File: src/hw/rtl/gst_pkg.sv
// gst_pkg: shared types and constants for the gait swing trigger sequencer
// holds item/result words, configuration set, opcodes and register indexes
// no dependencies
package gst_pkg;

	// default trajectory table depth
	localparam int TABLE_DEPTH_DEF = 64;

	// field widths fixed by the interface
	localparam int CFG_IDX_W  = 3;
	localparam int CFG_DATA_W = 16;
	localparam int POINT_IDX_W = 6;

	// item opcodes
	typedef enum logic [1:0] {
		OP_FRAME = 2'd0,
		OP_LOAD  = 2'd1,
		OP_CLEAR = 2'd2
	} opcode_t;

	// configuration register indexes
	typedef enum logic [CFG_IDX_W-1:0] {
		REG_SWING_TIME   = 3'd0,
		REG_STATIC_ACCEL = 3'd1,
		REG_MOTION_ACCEL = 3'd2,
		REG_STATIC_NEED  = 3'd3,
		REG_OWN_ANKLE    = 3'd4,
		REG_OPP_ANKLE    = 3'd5
	} cfg_reg_t;

	// input word
	typedef struct packed {
		logic [1:0]               opcode;
		logic signed [15:0]       own_ankle;
		logic signed [15:0]       opposite_ankle;
		logic signed [15:0]       own_accel;
		logic [31:0]              time_ms;
		logic [POINT_IDX_W-1:0]   point_index;
		logic signed [31:0]       point_position;
		logic signed [31:0]       point_velocity;
		logic [7:0]               point_duration;
	} item_t;

	// result word
	typedef struct packed {
		logic               point_valid;
		logic signed [31:0] out_position;
		logic signed [31:0] out_velocity;
		logic [7:0]         out_duration;
		logic               run_start;
		logic               in_swing;
	} result_t;

	// one trajectory point as stored in the table
	typedef struct packed {
		logic signed [31:0] position;
		logic signed [31:0] velocity;
		logic [7:0]         duration;
	} point_t;

	// configuration register set
	typedef struct packed {
		logic [15:0]        swing_time_ms;
		logic [14:0]        static_accel_limit;
		logic [14:0]        motion_accel_limit;
		logic [15:0]        static_frames_needed;
		logic signed [15:0] own_ankle_limit;
		logic signed [15:0] opposite_ankle_limit;
	} cfg_t;

endpackage

File: src/hw/rtl/gst_ctrl.sv
// gst_ctrl: stance/swing state, point cursor and static frame counting
// builds the result word for the item in the input register
// depends on gst_pkg
module gst_ctrl #(
	parameter int TABLE_DEPTH = gst_pkg::TABLE_DEPTH_DEF,
	parameter int ADDR_W = (TABLE_DEPTH > 1) ? $clog2(TABLE_DEPTH) : 1
) (
	input  logic              clk,
	input  logic              arst_n,
	input  logic              go,
	input  gst_pkg::item_t    item_s1,
	input  gst_pkg::cfg_t     cfg,
	input  gst_pkg::point_t   rd_point,
	output logic [ADDR_W-1:0] rd_addr,
	output logic              wr_en,
	output logic [ADDR_W-1:0] wr_addr,
	output gst_pkg::point_t   wr_point,
	output gst_pkg::result_t  result
);
	import gst_pkg::*;

	localparam int CntW = $clog2(TABLE_DEPTH + 1);

	logic            mode_q;
	logic [CntW-1:0] cursor_q;
	logic [CntW-1:0] count_q;
	logic [15:0]     sfc_q;
	logic [31:0]     start_q;

	logic            mode_d;
	logic [CntW-1:0] cursor_d;
	logic [CntW-1:0] count_d;
	logic [15:0]     sfc_d;
	logic [31:0]     start_d;

	logic               send;
	logic               trig;
	logic               is_static;
	logic               slot_ok;
	logic signed [16:0] acc_x;
	logic signed [16:0] acc_mag;
	logic [31:0]        elapsed;
	logic               mode_mid;
	logic [15:0]        sfc_mid;
	logic [31:0]        start_mid;
	logic [CntW-1:0]    cursor_mid;

	// frame decisions
	always_comb begin
		acc_x     = {item_s1.own_accel[15], item_s1.own_accel};
		acc_mag   = acc_x[16] ? -acc_x : acc_x;
		is_static = acc_mag <= $signed({2'b00, cfg.static_accel_limit});
		send      = !mode_q && (cursor_q < count_q);
		trig      = !mode_q
			&& (item_s1.own_ankle >= cfg.own_ankle_limit)
			&& (item_s1.opposite_ankle <= cfg.opposite_ankle_limit)
			&& (sfc_q > cfg.static_frames_needed)
			&& (acc_x < -$signed({2'b00, cfg.motion_accel_limit}));
		mode_mid   = mode_q || trig;
		start_mid  = trig ? item_s1.time_ms : start_q;
		sfc_mid    = trig ? 16'd0 : sfc_q;
		cursor_mid = send ? cursor_q + CntW'(1) : cursor_q;
		elapsed    = item_s1.time_ms - start_mid;
		slot_ok    = 32'(item_s1.point_index) < 32'(TABLE_DEPTH);
	end

	// next state and result
	always_comb begin
		mode_d   = mode_q;
		cursor_d = cursor_q;
		count_d  = count_q;
		sfc_d    = sfc_q;
		start_d  = start_q;
		wr_en    = 1'b0;
		result   = '0;
		case (item_s1.opcode)
			OP_FRAME: begin
				result.point_valid = send;
				if (send) begin
					result.out_position = rd_point.position;
					result.out_velocity = rd_point.velocity;
					result.out_duration = rd_point.duration;
				end
				start_d  = start_mid;
				mode_d   = mode_mid;
				cursor_d = cursor_mid;
				if (is_static) begin
					sfc_d = (sfc_mid == 16'hFFFF) ? sfc_mid : sfc_mid + 16'd1;
				end else begin
					sfc_d = 16'd0;
				end
				if (mode_mid && (elapsed >= {16'd0, cfg.swing_time_ms})) begin
					cursor_d         = '0;
					mode_d           = 1'b0;
					result.run_start = 1'b1;
				end
			end
			OP_LOAD: begin
				if (slot_ok) begin
					wr_en   = go;
					count_d = CntW'(item_s1.point_index) + CntW'(1);
				end
			end
			OP_CLEAR: begin
				mode_d   = 1'b0;
				sfc_d    = 16'd0;
				cursor_d = '0;
			end
			default: begin
			end
		endcase
		result.in_swing = mode_d;
		if (!go) begin
			mode_d   = mode_q;
			cursor_d = cursor_q;
			count_d  = count_q;
			sfc_d    = sfc_q;
			start_d  = start_q;
		end
	end

	// table ports: read where the cursor will stand next cycle
	assign rd_addr           = cursor_d[ADDR_W-1:0];
	assign wr_addr           = ADDR_W'(item_s1.point_index);
	assign wr_point.position = item_s1.point_position;
	assign wr_point.velocity = item_s1.point_velocity;
	assign wr_point.duration = item_s1.point_duration;

	// state registers
	always_ff @(posedge clk or negedge arst_n) begin
		if (!arst_n) begin
			mode_q   <= 1'b0;
			cursor_q <= '0;
			count_q  <= '0;
			sfc_q    <= 16'd0;
			start_q  <= 32'd0;
		end else begin
			mode_q   <= mode_d;
			cursor_q <= cursor_d;
			count_q  <= count_d;
			sfc_q    <= sfc_d;
			start_q  <= start_d;
		end
	end

endmodule

File: config.mk
export PLATFORM = sky130hd
export DESIGN_NAME = gst_ctrl
export DESIGN_NICKNAME = d
export VERILOG_FILES = /design/src/hw/rtl/gst_pkg.sv /design/src/hw/rtl/gst_ctrl.sv
export SDC_FILE = /design/constraint.sdc
export NUM_CORES = 1
export LEC_CHECK = 0
export BUFFER_PORTS_ARGS = -buffer_cell sky130_fd_sc_hd__clkbuf_2
export CORE_MARGIN = 2
export CORE_UTILIZATION = 25
export CTS_CLUSTER_DIAMETER = 120
export DETAILED_ROUTE_END_ITERATION = 16
export SYNTH_ARGS = -nofsm -noshare
export SYNTH_HDL_FRONTEND = slang
export SYNTH_SLANG_ARGS = --single-unit
File: constraint.sdc
create_clock -name clk -period 11.3 [get_ports clk]
set_clock_uncertainty 0.15 [all_clocks]
set_input_delay 1.13 -clock clk [delete_from_list [all_inputs] [get_ports clk]]
set_output_delay 1.13 -clock clk [all_outputs]
set_load 0.03 [all_outputs]
==> metrics.txt <==
GRT Total Usage 14.9%; cell internal pwr 0.000607 W; Final Max Slew Viols 0; startpoint of the worst hold path count_q[5]; cell area after layout 12000 um^2; crit path from cfg[50]; # setup viols final 0; initial antenna violation count 4; Comb pwr share 44.2%; Compound-Gate Fraction of Synth Area 18.7%; register area share after synthesis 16.4%; critical setup path kind input port to output port; Slowest cell on crit path or4_4; P_sw 0.000400 W; number of synthesized register bits 63; filler instances 4054; clk root buf clkbuf_16; final wirelength 30.9 mm; setup slack after layout 0.477 ns; post-synthesis mux area share 7.11%; CTS sink count 63; IO Pins 489; Synth warnings 0; Power Density 83.9 nW/um^2; critical path arrival 9.54 ns; most common cell after layout, fill and taps aside clkbuf_2; Fin Setup TNS 0 ns; most frequent cells in the layout 340 x clkbuf_2, 130 x ha_1, 112 x inv_1; crit-path max cell delay 0.55 ns; VDD IR max 0.0616 mV; DR vias/cell 4.80; Top FF cell, synth dfrtp_1; drt pass-1 iters 5; drt wl/cell 15.6 um; dpl hpwl 25.6 mm; dpl ws -0.148 ns; Die X 200 um; Async SR Flop Fraction 100%; critical path peak fanout 7; xor and xnor area share after synthesis 5.11%; critical path required time 10.02 ns; CTS Hold Bufs 0; Core ar. 37800 um^2; # DRC 0; TritonCTS Buffers 9; GP Congestion 0.851; cell taking the most area after synthesis ha_1; clk slew on worst S/H paths 0.06 ns; status complete, no violations; final hold violations 0; Synth Cell Area 9600 um^2; Synth Area in Adders 17.8%; Slew @ Worst Pin 1.19 ns; Final min period 10.82 ns; Max-slew headroom 20.6%; Reg2Reg Setup Slack 3.28 ns; CTS tree yes; Bufs on Longest Clock Path 2; switching share of total power 39.7%; Post-DP Area 11300 um^2; Die H 200 um; port bufs 344; post-route ant nets 0; synth unique cells 86; Worst R2R Start sfc_q[14]; die area 40000 um^2; Synth area leaders ha_1 17%, dfrtp_1 16%, buf_4 6.2%; vias in the first global route 9100; via count 9530; final net count 1932; Mapped Cells 1213; Max H-tree Level 3; leak pwr 6.24 nW; maxcap violations 0; CP startpoint kind input port; worst hold path type register to register; Worst-Skew Late Latency 0.35 ns; Synthesized Nets 1677; starting density of the core 25.4%; Area Overhead vs Synth 25.0%; EDFF count, synth 0; Simple-Gate Fraction of Synth Area 22.6%; clock power share 31.1%; overflow left after global routing 0; Peak Freq 0.0924 GHz; post-synth top area share 17.5%; First DRT Iteration DRCs 412; layout cells sized above 1 32.5%; sequential share of power 24.7%; largest net degree at the start of global routing 78; first-pass GRT wire length 47.1 mm; row cnt 71; Mean Syn Cell Area 7.92 um^2; largest family of logic cells by synthesized area simple AND/OR/NAND/NOR gates; crit path capture type output port; Final period util 95.8%
per-layer routing:
layer	vias to the layer above	wire length [um]	track usage, %
li1	4779	-	-
met1	4466	14300	20.4
met5	-	30	0
met3	30	1990	4.40
met4	4	286	2.58
met2	251	14300	23.4
path summary, 6_finish.rpt:
kind	cells after the start	endpoint
setup / recovery	44	result[0]
hold reg to reg	2	count_q[5]
hold / removal	2	count_q[5]
min in group asynchronous	2	start_q[20]
setup reg to reg	35	cursor_q[1]
max in group asynchronous	2	count_q[5]
kinds of logic after synthesis:
logic type,Yosys count
and+or+nand+nor,397
AOI/OAI and AO/OA,266
buffers and inverters,232
adders and majority gates,136
muxes,63
DFF,63
xor gates and xnor gates,56
cell type report:
class | count | area [um^2] | share of cell area, %
antenna | 2 | 5.00 | 0.0417
clock buffer | 9 | 225 | 1.88
clock inverter | 7 | 96.3 | 0.803
inverter | 112 | 420 | 3.50
multi-input combinational | 918 | 7150 | 59.6
sequential | 63 | 1580 | 13.1
tap | 511 | 639 | 5.33
timing repair buffer | 364 | 1890 | 15.8
power groups by stage:
stage                     sequential (W)  clock, W  combinational [W]
after detailed placement        0.000252         0           0.000429
after global routing            0.000250  0.000333           0.000497
final                           0.000248  0.000313           0.000445
after floorplan                 0.000249         0           0.000333
after global placement          0.000252         0           0.000422
after CTS                       0.000248  0.000328           0.000433
cell usage after synthesis, drive strengths merged, types with 4 or more instances:
cell,count
o211ai,8
nand2,96
nand3,23
o21ai,60
inv,112
xor2,22
nor3b,5
xnor2,34
or3,5
nand4,24
a31oi,8
nor3,24
nor2b,20
o21a,19
and2,8
or2,6
o21bai,6
a211oi,10
o22ai,4
a22o,4
mux2i,31
clkbuf,38
o31ai,12
a21boi,7
mux2,32
o41ai,4
dfrtp,63
or4,4
o2111ai,5
and3,83
ha,134
buf,82
nor4,12
nor2,54
nand2b,19
a21oi,66
a21o,24
nand3b,4
flip-flops by register name (all words and copies together) (netlist names):
register / flops
count_q: 7
mode_q: 1
cursor_q: 7
sfc_q: 16
start_q: 32
timing repair:
item,4_1_cts,5_1_grt
pin swaps,0,22
setup endpoints to repair,7,8
buffers inserted,1,7
endpoints found under the hold margin,0,0
gates resized for setup,2,59
critical path: cells and delay by family:
kind / cells / cell delay, ns
AO/OA/AOI/OAI: 16 / 2.59
XOR/XNOR: 2 / 0.23
adder cells (fa/ha/maj): 3 / 0.88
buffers and inverters: 3 / 0.47
multiplexers: 2 / 0.65
AND/OR/NAND/NOR: 18 / 3.57
through the flow:
step / hold WS (ns) / cells / util (%) / total power, W
6_report: 0.337 / 1986 / 31.8 / 0.00101
3_5_place_dp: 0.329 / 1960 / 30.0 / 0.000682
2_1_floorplan: 0.300 / 1213 / - / 0.000582
5_1_grt: 0.366 / 1984 / 31.8 / 0.00108
4_1_cts: 0.343 / 1977 / 30.9 / 0.00101
3_3_place_gp: 0.314 / 1960 / 30.0 / 0.000674
Power figures use the tool's default switching activity.
